<file path="config.mk">
export PLATFORM = sky130hd
export DESIGN_NAME = oneshot_periodic_timer_bank_top
export DESIGN_NICKNAME = d
export VERILOG_FILES = /design/src/optb_pkg.sv /design/src/optb_front.sv /design/src/optb_back.sv /design/src/oneshot_periodic_timer_bank_top.sv
export SDC_FILE = /design/constraint.sdc
export NUM_CORES = 2
export LEC_CHECK = 0
export ABC_AREA = 1
export BUFFER_PORTS_ARGS = -buffer_cell sky130_fd_sc_hd__clkbuf_2
export CAP_MARGIN = 20
export CELL_PAD_IN_SITES_DETAIL_PLACEMENT = 0
export CELL_PAD_IN_SITES_GLOBAL_PLACEMENT = 2
export CORE_ASPECT_RATIO = 1.75
export CORE_MARGIN = 3
export CORE_UTILIZATION = 44
export DETAILED_ROUTE_END_ITERATION = 12
export HOLD_SLACK_MARGIN = 0.1
export PLACE_DENSITY = 0.86
export SLEW_MARGIN = 10
export SYNTH_ARGS = -nofsm -noshare
export SYNTH_HDL_FRONTEND = slang
export SYNTH_SLANG_ARGS = --single-unit
</file>
<file path="constraint.sdc">
create_clock -name clk -period 8.2 [get_ports clk]
set_input_delay 1.64 -clock clk [delete_from_list [all_inputs] [get_ports clk]]
set_output_delay 1.64 -clock clk [all_outputs]
set_load 0.03 [all_outputs]
</file>
<file path="src/optb_pkg.sv">
`timescale 1ns / 1ps
package optb_pkg;
    localparam int DefaultSlots = 16;
    localparam int MaxFires = 16;

    typedef enum logic [1:0] {
        CMD_TICK  = 2'd0,
        CMD_REG   = 2'd1,
        CMD_UNREG = 2'd2,
        CMD_QUERY = 2'd3
    } cmd_t;

    typedef enum logic [1:0] {
        KIND_FIRE  = 2'd0,
        KIND_REG   = 2'd1,
        KIND_UNREG = 2'd2,
        KIND_QUERY = 2'd3
    } kind_t;

    typedef enum logic [1:0] {
        ST_OK     = 2'd0,
        ST_INVAL  = 2'd1,
        ST_NOSLOT = 2'd2
    } status_t;

    typedef enum logic [1:0] {
        BK_IDLE = 2'd0,
        BK_SCAN = 2'd1,
        BK_ONE  = 2'd2
    } bk_state_t;

    // Classified command handed from the front part to the back part.
    typedef struct packed {
        cmd_t        cmd;
        logic        bad;
        logic        periodic;
        logic        notify;
        logic [31:0] delay;
        logic [31:0] data;
        logic [4:0]  id;
    } op_t;
endpackage

</file>
<file path="src/optb_front.sv">
`timescale 1ns / 1ps
module optb_front (
    input  logic          clk,
    input  logic          rst_n,
    input  logic          start,
    input  logic [1:0]    command,
    input  logic [31:0]   delay,
    input  logic [1:0]    mode,
    input  logic          has_callback,
    input  logic [31:0]   user_data,
    input  logic [4:0]    slot_id,
    input  logic          pop,
    output logic          q_valid,
    output optb_pkg::op_t q_op,
    output logic          busy
);
    import optb_pkg::*;

    // Two-entry queue between classification and execution; at most one entry is ever occupied.
    op_t        mem_reg [2];
    logic       wr_ptr_reg, wr_ptr_next;
    logic       rd_ptr_reg, rd_ptr_next;
    logic [1:0] cnt_reg, cnt_next;
    logic       push;
    op_t        op_in;

    assign busy = (cnt_reg != 2'd0);
    assign push = start && !busy;

    always_comb
    begin
        op_in.cmd      = cmd_t'(command);
        op_in.bad      = (command == CMD_REG) ? (delay[31] || (mode != 2'd1 && mode != 2'd2))
                                              : slot_id[4];
        op_in.periodic = (mode == 2'd2);
        op_in.notify   = has_callback;
        op_in.delay    = delay;
        op_in.data     = user_data;
        op_in.id       = slot_id;
    end

    always_comb
    begin
        wr_ptr_next = push ? ~wr_ptr_reg : wr_ptr_reg;
        rd_ptr_next = pop ? ~rd_ptr_reg : rd_ptr_reg;
        cnt_next    = cnt_reg + {1'b0, push} - {1'b0, pop};
    end

    always_ff @(posedge clk or negedge rst_n)
    begin
        if (!rst_n)
        begin
            wr_ptr_reg <= 1'b0;
            rd_ptr_reg <= 1'b0;
            cnt_reg    <= 2'd0;
        end
        else
        begin
            wr_ptr_reg <= wr_ptr_next;
            rd_ptr_reg <= rd_ptr_next;
            cnt_reg    <= cnt_next;
        end
    end

    always_ff @(posedge clk)
    begin
        if (push)
        begin
            mem_reg[wr_ptr_reg] <= op_in;
        end
    end

    assign q_valid = (cnt_reg != 2'd0);
    assign q_op    = mem_reg[rd_ptr_reg];
endmodule

</file>
<file path="src/optb_back.sv">
`timescale 1ns / 1ps
module optb_back #(
    parameter int TIMER_SLOTS = optb_pkg::DefaultSlots
) (
    input  logic          clk,
    input  logic          rst_n,
    input  logic          q_valid,
    input  optb_pkg::op_t q_op,
    output logic          pop,
    output logic          strobe,
    output logic [1:0]    kind,
    output logic [1:0]    status,
    output logic [3:0]    id_out,
    output logic [31:0]   data_out,
    output logic [31:0]   expiry,
    output logic          last
);
    import optb_pkg::*;

    localparam int SW = (TIMER_SLOTS > 1) ? $clog2(TIMER_SLOTS) : 1;
    localparam int CW = $clog2(TIMER_SLOTS + 1);

    logic [TIMER_SLOTS-1:0] used_reg, enabled_reg, periodic_reg, notify_reg;
    logic [31:0] exp_reg [TIMER_SLOTS];
    logic [30:0] per_reg [TIMER_SLOTS];
    logic [31:0] dat_reg [TIMER_SLOTS];
    logic [31:0] tick_reg;

    bk_state_t state_reg, state_next;
    logic [CW-1:0] idx_reg;
    logic [4:0]    fires_reg;
    op_t           op_reg;
    // Pending fire held back until the next fire or the end of the scan so that last can be set on the final one.
    logic          pend_reg;
    logic [3:0]    pend_id_reg;
    logic [31:0]   pend_dat_reg;

    logic          strobe_reg, last_reg;
    logic [1:0]    kind_reg, status_reg;
    logic [3:0]    id_reg;
    logic [31:0]   data_reg, expiry_reg;

    logic [SW-1:0] si;
    logic          due, fire, scan_end;
    logic [SW-1:0] free_idx;
    logic          free_found;
    logic [SW-1:0] qi;
    logic          qi_ok;

    assign si  = idx_reg[SW-1:0];
    assign due = used_reg[si] && enabled_reg[si] && !(exp_reg[si] > tick_reg)
                 && (fires_reg < 5'(MaxFires));
    assign fire = due && notify_reg[si];
    assign scan_end = (idx_reg == CW'(TIMER_SLOTS - 1));

    always_comb
    begin
        free_found = 1'b0;
        free_idx   = '0;
        for (int i = TIMER_SLOTS - 1; i >= 0; i--)
        begin
            if (!used_reg[i])
            begin
                free_found = 1'b1;
                free_idx   = SW'(i);
            end
        end
    end

    assign qi    = SW'(op_reg.id[3:0]);
    assign qi_ok = !op_reg.bad && (int'(op_reg.id[3:0]) < TIMER_SLOTS) && used_reg[qi];

    always_comb
    begin
        state_next = state_reg;
        unique case (state_reg)
            BK_IDLE: if (q_valid) state_next = (q_op.cmd == CMD_TICK) ? BK_SCAN : BK_ONE;
            BK_SCAN: if (scan_end) state_next = BK_IDLE;
            BK_ONE:  state_next = BK_IDLE;
            default: state_next = BK_IDLE;
        endcase
    end

    assign pop = (state_reg == BK_IDLE) && q_valid;

    always_ff @(posedge clk or negedge rst_n)
    begin
        if (!rst_n)
        begin
            state_reg   <= BK_IDLE;
            used_reg    <= '0;
            enabled_reg <= '0;
            tick_reg    <= '0;
            idx_reg     <= '0;
            fires_reg   <= '0;
            pend_reg    <= 1'b0;
            strobe_reg  <= 1'b0;
        end
        else
        begin
            state_reg  <= state_next;
            strobe_reg <= 1'b0;
            unique case (state_reg)
                BK_IDLE:
                begin
                    if (pop && q_op.cmd == CMD_TICK)
                    begin
                        tick_reg  <= tick_reg + 32'd1;
                        idx_reg   <= '0;
                        fires_reg <= '0;
                    end
                end
                BK_SCAN:
                begin
                    if (due && !periodic_reg[si] && notify_reg[si])
                        enabled_reg[si] <= 1'b0;
                    if (fire)
                        fires_reg <= fires_reg + 5'd1;
                    idx_reg <= idx_reg + CW'(1);
                    if (fire && pend_reg)
                    begin
                        strobe_reg <= 1'b1;
                        last_reg   <= 1'b0;
                    end
                    else if (!fire && pend_reg && scan_end)
                    begin
                        strobe_reg <= 1'b1;
                        last_reg   <= 1'b1;
                    end
                    if (fire)
                    begin
                        pend_reg     <= 1'b1;
                        pend_id_reg  <= 4'(si);
                        pend_dat_reg <= dat_reg[si];
                    end
                    else if (scan_end)
                        pend_reg <= 1'b0;
                end
                BK_ONE:
                begin
                    strobe_reg <= 1'b1;
                    last_reg   <= 1'b1;
                    unique case (op_reg.cmd)
                        CMD_REG:
                            if (!op_reg.bad && free_found)
                            begin
                                used_reg[free_idx]    <= 1'b1;
                                enabled_reg[free_idx] <= 1'b1;
                            end
                        CMD_UNREG:
                            if (qi_ok)
                            begin
                                used_reg[qi]    <= 1'b0;
                                enabled_reg[qi] <= 1'b0;
                            end
                        default: ;
                    endcase
                end
                default: ;
            endcase
            // A final fire found on the last slot stays pending and goes out from the idle state.
            if (state_reg == BK_SCAN && scan_end && fire)
                pend_reg <= 1'b1;
            if (state_reg == BK_IDLE && pend_reg)
            begin
                strobe_reg <= 1'b1;
                last_reg   <= 1'b1;
                pend_reg   <= 1'b0;
            end
        end
    end

    // Payload and slot storage.
    always_ff @(posedge clk)
    begin
        if (pop)
            op_reg <= q_op;
        if (state_reg == BK_SCAN && due && periodic_reg[si])
            exp_reg[si] <= tick_reg + {1'b0, per_reg[si]};
        if (state_reg == BK_ONE && op_reg.cmd == CMD_REG && !op_reg.bad && free_found)
        begin
            periodic_reg[free_idx] <= op_reg.periodic;
            notify_reg[free_idx]   <= op_reg.notify;
            exp_reg[free_idx]      <= tick_reg + op_reg.delay;
            per_reg[free_idx]      <= op_reg.delay[30:0];
            dat_reg[free_idx]      <= op_reg.data;
        end
        kind_reg   <= KIND_FIRE;
        status_reg <= ST_OK;
        id_reg     <= pend_id_reg;
        data_reg   <= pend_dat_reg;
        expiry_reg <= '0;
        if (state_reg == BK_ONE)
        begin
            kind_reg <= op_reg.cmd;
            data_reg <= '0;
            id_reg   <= '0;
            if (op_reg.cmd == CMD_REG)
            begin
                if (op_reg.bad)
                    status_reg <= ST_INVAL;
                else if (!free_found)
                    status_reg <= ST_NOSLOT;
                else
                    id_reg <= 4'(free_idx);
            end
            else if (!qi_ok)
                status_reg <= ST_INVAL;
            else
            begin
                id_reg <= op_reg.id[3:0];
                if (op_reg.cmd == CMD_QUERY)
                    expiry_reg <= exp_reg[qi];
            end
        end
    end

    assign strobe   = strobe_reg;
    assign kind     = kind_reg;
    assign status   = status_reg;
    assign id_out   = id_reg;
    assign data_out = data_reg;
    assign expiry   = expiry_reg;
    assign last     = last_reg;
endmodule

</file>
<file path="src/oneshot_periodic_timer_bank_top.sv">
`timescale 1ns / 1ps
// Channel   Signals                                            Handshake
// command   command delay mode has_callback user_data slot_id  start high, busy low
// result    kind status id_out data_out expiry last            strobe, one cycle
//
// A tick keeps the back half while it is picked up and while the back half walks over
// the slot registers, which sets the rate. Its last fire beat reaches the ports after
// the walk ends. Other commands are picked up into the op register, handled in the
// single-op state and answered from the result registers.
// Reset is asynchronous and clears the tick counter and all used and enabled bits.
// Results cannot be held off; each one is on the ports for one cycle with strobe.
// busy stays high while a command waits in the queue between the two halves.
module oneshot_periodic_timer_bank_top #(
    parameter int TIMER_SLOTS = optb_pkg::DefaultSlots
) (
    input  logic        clk,
    input  logic        rst_n,
    input  logic        start,
    output logic        busy,
    input  logic [1:0]  command,
    input  logic [31:0] delay,
    input  logic [1:0]  mode,
    input  logic        has_callback,
    input  logic [31:0] user_data,
    input  logic [4:0]  slot_id,
    output logic        strobe,
    output logic [1:0]  kind,
    output logic [1:0]  status,
    output logic [3:0]  id_out,
    output logic [31:0] data_out,
    output logic [31:0] expiry,
    output logic        last
);
    import optb_pkg::*;

    logic q_valid, pop;
    op_t  q_op;

    // The front half classifies each command beat and queues it.
    optb_front u_front (
        .clk, .rst_n, .start, .command, .delay, .mode, .has_callback,
        .user_data, .slot_id, .pop, .q_valid, .q_op, .busy
    );

    // The back half owns the slot table and produces every result beat.
    optb_back #(.TIMER_SLOTS(TIMER_SLOTS)) u_back (
        .clk, .rst_n, .q_valid, .q_op, .pop, .strobe, .kind, .status,
        .id_out, .data_out, .expiry, .last
    );
endmodule

</file>
# [Word-level counts from Yosys, hierarchy flattened]
# Memory sizes are Yosys's and may differ from the RTL's. A register that Yosys moved wholly into a read port is not among the register bits.
# Index checks and enable logic that the tools add are counted.
# W data, S select, Z words.
[op_classes] add_sub_neg=7 magnitude_cmp=8 n_eq_ne=20 n_mux=97 bitwise_logic=12 n_reduce_logical=50
[op_table] operator="$pmux W16 S2" count=3
[op_table] operator="$mux W4" count=22
[op_table] operator="$mux W16" count=5
[op_table] operator="$and A16 B16 Y16" count=3
[op_table] operator="$mux W1" count=43
[op_table] operator="$add A32 B1 Y32 const B" count=1
[op_table] operator="$add A32 B31 Y32" count=1
[op_table] operator="$add A32 B32 Y32" count=1
[op_table] operator="$bwmux W16" count=2
[op_table] operator="$gt A32 B32 Y1" count=1
[op_table] operator="$mux W32" count=1
[op_table] operator="$not A16 Y16" count=2
[op_table] operator="$or A16 B16 Y16" count=2
[op_table] operator="$reduce_or A32 Y1" count=1
[op_table] operator="$logic_and A1 B1 Y1" count=26
[op_table] operator="$bmux W1 S4" count=5
[op_table] operator="$pmux W5 S2" count=2
[op_table] operator="$ne A2 B1 Y1 const B" count=8
[op_table] operator="$lt A4 B5 Y1 const B" count=3
[op_table] operator="$demux W1 S4" count=3
[op_table] operator="$ge A4 B1 Y1 const B" count=3
[op_table] operator="$mux W2" count=6
[op_table] operator="$add A5 B1 Y5 const B" count=2
[op_table] operator="$mux W5" count=2
[op_table] operator="other kinds (23)" count=46
[totals] regBits=232 ram_bits=1668 inputBits=77 output_inout_bits=75 elab_cells=224 mem_count=4
[mem_list] memory="u_back.dat_reg" depth=16 width=32 rd=1 rd_clocked_by_memory_dff=1 wr=1 line="optb_back.sv:26" text="logic [31:0] dat_reg [TIMER_SLOTS];"
[mem_list] memory="u_back.exp_reg" depth=16 width=32 rd=2 rd_clocked_by_memory_dff=1 wr=1 line="optb_back.sv:24" text="logic [31:0] exp_reg [TIMER_SLOTS];"
[mem_list] memory="u_back.per_reg" depth=16 width=31 rd=1 rd_clocked_by_memory_dff=0 wr=1 line="optb_back.sv:25" text="logic [30:0] per_reg [TIMER_SLOTS];"
[mem_list] memory="u_front.mem_reg" depth=2 width=74 rd=1 rd_clocked_by_memory_dff=0 wr=1 line="optb_front.sv:20" text="op_t mem_reg [2];"

# [Longest topological paths before layout]
[logic_depth] depth_word=24 mapped_depth=29 ltp_nobuf=24

# [Cells and area by module]
# A second synthesis with hierarchy kept.
[hier_totals] cells_unflattened=6705 area_unflattened_um2=81436.9
[by_module_without_submodules] mod="optb_back" n_inst=1 cells_per_inst=6284 area_per_inst_um2=75712.6 seq_area_each_um2=53301.1
[by_module_without_submodules] mod="optb_front" n_inst=1 cells_per_inst=421 area_per_inst_um2=5724.2 seq_area_each_um2=4544.4

# [Worst setup path before layout]
# Ideal clock, no wire load.
[synth_path] kind="reg-to-reg" startpoint="reg u_back.used_reg[15]" endpoint="mem u_back.dat_reg[0][0], enable pin" setup_ps=568 t_arrival_ps=5910 required_time_ps=7632 setup_slack_ps=1722 stages_incl_launch_ff=19 path_buffers=0 synth_period_minus_slack_ps=6478 path_cell_list="dfrtp_1 > inv_2 > nand2_1 > nand2_1 > nand2_1 > nand2_1 > nand2_1 > nand2_1 > nand2_1 > nand2_1 > nand2_1 > nand2_1 > nand2_1 > nand2_1 > nand2_1 > nand2_2 > nand2_1 > nand2_1 > nor3_1"
[synth_between] elab_chain_len=19 word_cells_on_any_way=35 cone_classes="mux (34); reduce/logical (1)"
[synth_lines] element="start, declared" line="optb_back.sv:23" text="logic [TIMER_SLOTS-1:0] used_reg, enabled_reg, periodic_reg, notify_reg;"
[synth_lines] element="start signal, assigned" line="optb_back.sv:91" text="used_reg <= '0;"
[synth_lines] element="start signal, assigned by index" line="optb_back.sv:147" text="used_reg[free_idx] <= 1'b1;"
[synth_lines] element="start signal, assigned by index" line="optb_back.sv:153" text="used_reg[qi] <= 1'b0;"
[synth_lines] element="$mux W1 (16 in series)" line="optb_back.sv:62" text="if (!used_reg[i])"
[synth_lines] element="$logic_and A1 B1 Y1" line="optb_back.sv:180" text="if (state_reg == BK_ONE && op_reg.cmd == CMD_REG && !op_reg.bad && free_found)"
[synth_lines] element="$mux W1" line="optb_back.sv:180"
[synth_lines] element="$mux W1 (implied by the code)" line="optb_back.sv:186" text="dat_reg[free_idx] <= op_reg.data;"
[synth_lines] element="end, declared" line="optb_back.sv:26"
# Parallel ways exist; a longest one is shown, timed or not.

# [Final worst setup path]
[layout_path] startpoint="reg u_back.idx_reg[0]" endpoint="mem u_back.exp_reg[5][18], enable pin"
[layout_between] elab_chain_len=10 word_cells_on_any_way=18 cone_classes="order compare (1); mux (10); reduce/logical (6); memory (1)"
[layout_lines] element="start, declared" line="optb_back.sv:30" text="logic [CW-1:0] idx_reg;"
[layout_lines] element="start signal, assigned" line="optb_back.sv:119" text="idx_reg <= idx_reg + CW'(1);"
[layout_lines] element="$mem_v2 Z16 W32 / $bmux W1 S4 (equally long branches)"
[layout_lines] element="$gt A32 B32 Y1 / $mux W1 (equally long branches)" line="optb_back.sv:51" text="assign due = used_reg[si] && enabled_reg[si] && !(exp_reg[si] > tick_reg)"
[layout_lines] element="$logic_not A1 Y1 / $logic_and A1 B1 Y1 (equally long branches)" line="optb_back.sv:51"
[layout_lines] element="$logic_and A1 B1 Y1" line="optb_back.sv:51"
[layout_lines] element="$logic_and A1 B1 Y1" line="optb_back.sv:52" text="&& (fires_reg < 5'(MaxFires));"
[layout_lines] element="$logic_and A1 B1 Y1 (2 in series)" line="optb_back.sv:178" text="if (state_reg == BK_SCAN && due && periodic_reg[si])"
[layout_lines] element="$mux W1" line="optb_back.sv:178"
[layout_lines] element="$mux W1 (implied by the code)" line="optb_back.sv:179" text="exp_reg[si] <= tick_reg + {1'b0, per_reg[si]};"
[layout_lines] element="$mux W1 (no source line)"
[layout_lines] element="end, declared" line="optb_back.sv:24"
# Parallel ways exist; a longest one is shown, timed or not. The select of a mux whose other input is x is not followed.

==> summary.md <==
| Metric | Value |
|---|---|
| Fin crit share | 0.818 |
| Async SR Flop Fraction | 0.0418 |
| Final Power | 32.0 mW |
| Hold Buf Count CTS | 0 |
| Mapped Cells | 6654 |
| Worst Skew | 60.1 ps |
| Gp weighted congestion | 0.875 |
| DP HPWL | 137000 um |
| Syn Area/Cell | 12.3 um2 |
| Startpoint Class | flip-flop |
| Met1 usage | 0.298 |
| Fin Hold WS | 454 ps |
| Vias | 55.1k |
| Ports | 152 |
| Leakage | 31.7 nW |
| Data arrival, critical path | 7220 ps |
| Vias in the first global route | 54.7k |
| Post-synth cell types | 54 |
| XOR/XNOR share of the synthesized area | 0.00717 |
| Initial core utilization | 0.444 |
| Sequential-to-total area share from yosys stat | 0.706 |
| Max_cap viols | 0 |
| Crit-path leading delay family | simple AND/OR/NAND/NOR gates |
| Commonest cells after routing, fill and taps aside | edfxtp_1, nand2_1, o21ai_0, nor2_1, a21oi_1 |
| Top-area cell type share of the netlist area | 0.664 |
| Switching Share | 0.352 |
| Synth Area in Compound Gates | 0.138 |
| Synth Warn # | 0 |
| Simple-gate share of the synthesized area | 0.0904 |
| Fill count | 16.0k |
| Post-CTS Setup Bufs | 0 |
| Worst-path clk slew | 60 ps |
| Ranking of synthesized cells by area | edfxtp_1, nand2_1, o21ai_0 |
| WS Path Type | flip-flop to flip-flop |
| Worst path most repeated cell | nand2_1 |
| Clock power share | 0.270 |
| Final Max Tran Viols | 4 |
| Routing usage on met3 | 0.0289 |
| Per-cell routed wire length | 26.2 um |
| Crit path time final | 6710 ps |
| Setup TNS | 0 ps |
| Peak VDD IR | 0.000248 V |
| End of the worst hold path | u_back.data_out[25]$_SDFF_PP0_ |
| Hold Crit Class | flip-flop to flip-flop |
| Residual DRC count | 0 |
| Seq cells post-synth | 1962 |
| Fraction of layout cells with a size suffix above 1 | 0.105 |
| Comb power frac | 0.286 |
| Reg2reg end | u_back.exp_reg[5][18]$_DFFE_PP_ |
| Die Y | 576 um |
| # nets final | 6866 |
| Mapped Nets | 6813 |
| Net Sw Power | 11.3 mW |
| # rows | 208 |
| Crit path cell chain | inv_8 > buf_12 > o21ai_0 > o21ai_0 > nand2_1 > nand4_1 > ha_1 > nand2_1 > nor2_1 > nand4_1 > nor4_2 > nand4_1 > nand2_1 > and2_1 > nand2_1 > nand2_1 > inv_1 > nor2_1 > nand2_1 > nor2_4 > buf_4 |
| First-pass detailed-route iteration total | 6 |
| CTS root buf | clkbuf_16 |
| Core area | 184000 um2 |
| CTS Buf Count | 184 |
| Crit path max fanout | 140 |
| Post-synthesis mux area share | 0.00977 |
| Worst-margin pin slew | 1500 ps |
| Antenna violations before repair | 2 |
| Drt via density | 5.94 |
| Clock Latency Late Sink | 840 ps |
| Reg2Reg Depth | 21 |
| GRT busiest layer | met2 |
| CP max-delay cell | dfrtp_4 |
| Final setup viols | 0 |
| CTS tree | built |
| DR iter-0 viols | 5793 |
| CTS max path bufs | 4 |
| First-pass GRT wire length | 354000 um |
| Top_reg_cell synth | edfxtp_1 |
| Post-DRT Antenna Nets | 0 |
| Yosys top cell by area | edfxtp_1 |
| Die width | 332 um |
| FMAX | 149 MHz |
| Most common cell after layout, fill and taps aside | edfxtp_1 |
| Post-Synthesis Cell Area | 81800 um2 |
| Final Hold Viols | 0 |
| Largest net degree at the start of global routing | 190 |
| Post-cts sizing count | 0 |
| GRT overflow | 0 |
| Req. time, crit path | 8710 ps |
| Crit-path max cell delay | 960 ps |
| CP Capture Type | flip-flop |
| EDFF count, synth | 1808 |
| Met2 usage | 0.437 |
| Largest family of logic cells by synthesized area | compound AO/OA/AOI/OAI gates |
| P_int | 20.7 mW |
| Violated checks | slew limit |
| Status | complete, but fails checks |
| H-tree Lvls | 4 |
| CTS sink count | 1962 |
| Area growth syn-to-layout | 11.8% |
| Worst hold stages | 2 |
| Synth Area in Adders | 0.0126 |
| Die Area | 191000 um2 |
| RSZ-0062 raised after global routing | no |
| Cell Pwr Density | 349 nW/um2 |
| Buf/Inv on CP | 4 |
| R2r startpoint | u_back.idx_reg[0]$_DFFE_PN0P_ |
| Min-delay src | u_back.pend_dat_reg[25]$_DFFE_PP_ |
| # port buffers | 151 |
| GRT Total Usage | 0.247 |
| Sequential cell fraction of total power | 0.444 |
| Rel. slew slack | -0.000556 |
| Flop2flop setup slack | 1490 ps |
| WL final | 242000 um |
-- cell families (layout without fill, tap and decap cells) --
logic type / Yosys count / count (layout)
multiplexers: 71 / 71
adder cells (fa/ha/maj): 82 / 82
XOR/XNOR: 67 / 67
AND/OR/NAND/NOR: 1820 / 1820
other: 0 / 1
AO/OA/AOI/OAI: 1909 / 1909
buffers and inverters: 743 / 939
flip-flops: 1962 / 1962
-- stage by stage --
| step | worst slack (ps) | std cells | utilization | cell area (um2) |
|---|---|---|---|---|
| after floorplan | 1720 | 6654 | - | 81800 |
| after global routing | 1190 | 9266 | 0.497 | 91500 |
| after global placement | 1620 | 8933 | 0.464 | 85400 |
| after detailed placement | 1660 | 8936 | 0.464 | 85500 |
| final | 1490 | 9266 | 0.497 | 91500 |
| after CTS | 1670 | 9265 | 0.496 | 91500 |
-- synthesized netlist by cell type, types with 2 or more instances --
cell type  instances
o21a_1            15
buf_4              5
a21boi_0           3
nand2_2            7
inv_1            318
dfxtp_1           72
a211oi_1           2
nor2_4             8
nand4_1           90
nor4_1             6
dfrtp_1           82
edfxtp_1        1808
buf_1             51
mux2_2            71
a22oi_1          184
inv_2             11
nand2_4            3
a221oi_1          23
nand3_2            3
a21oi_1          490
o221a_2            2
nor2_2             4
o21ai_0          756
a32oi_1            7
xnor2_1           16
a22o_1            41
o22ai_1          169
a31oi_1            9
nor2_1           550
o211ai_1         130
o21ai_1            3
a32o_1            65
o311ai_0           2
xor2_1            51
nand2_1         1053
buf_2             95
clkbuf_1         262
nor2_8             2
nand3_1           64
nor3_1            26
ha_1              81
o31ai_1            2
-- layer usage --
metal  vias up  routed length [um]  share of wire
li1      24518                   -              -
met1     27582               91000           0.38
met2      2324              123000           0.51
met3       630               14900          0.062
met4         0               13000          0.054
met5         -                   0              0
-- area by class of cell --
class	count	area, um2	area share
antenna	1	2.50	0.0000274
clock buffer	246	5070	0.0554
clock inverter	83	936	0.0102
inverter	329	1260	0.0137
multi-input combinational	3949	21500	0.235
sequential	1962	57800	0.632
tap	2415	3020	0.0330
timing repair buffer	281	1920	0.0210
-- worst min-delay path, cell delays in order (launching register included) --
cell and delay, ps:
edfxtp_1 320, inv_1 30, nor2_1 60
-- worst max path at each step --
stage,startpoint,endpoint,cells past startpoint
floorplan,u_back.used_reg[15]$_DFFE_PN0P_,u_back.dat_reg[0][0]$_DFFE_PP_,18
detailed placement,u_back.idx_reg[0]$_DFFE_PN0P_,u_back.exp_reg[10][21]$_DFFE_PP_,20
CTS,u_back.idx_reg[0]$_DFFE_PN0P_,u_back.exp_reg[5][18]$_DFFE_PP_,21
finish,u_back.idx_reg[0]$_DFFE_PN0P_,u_back.exp_reg[5][18]$_DFFE_PP_,21
global route,u_back.idx_reg[0]$_DFFE_PN0P_,u_back.exp_reg[8][21]$_DFFE_PP_,20
global placement,u_back.idx_reg[0]$_DFFE_PN0P_,u_back.exp_reg[6][18]$_DFFE_PP_,21
-- power by group through the flow --
stage               sequential, mW  clock [mW]  combinational, mW
floorplan                     14.0           0               5.72
global placement              14.3           0               8.97
detailed placement            14.4           0               9.08
CTS                           14.2        8.78               9.12
global route                  14.3        9.15               9.94
finish                        14.2        8.64               9.14
Note: power is estimated with default switching activity, not from simulation.
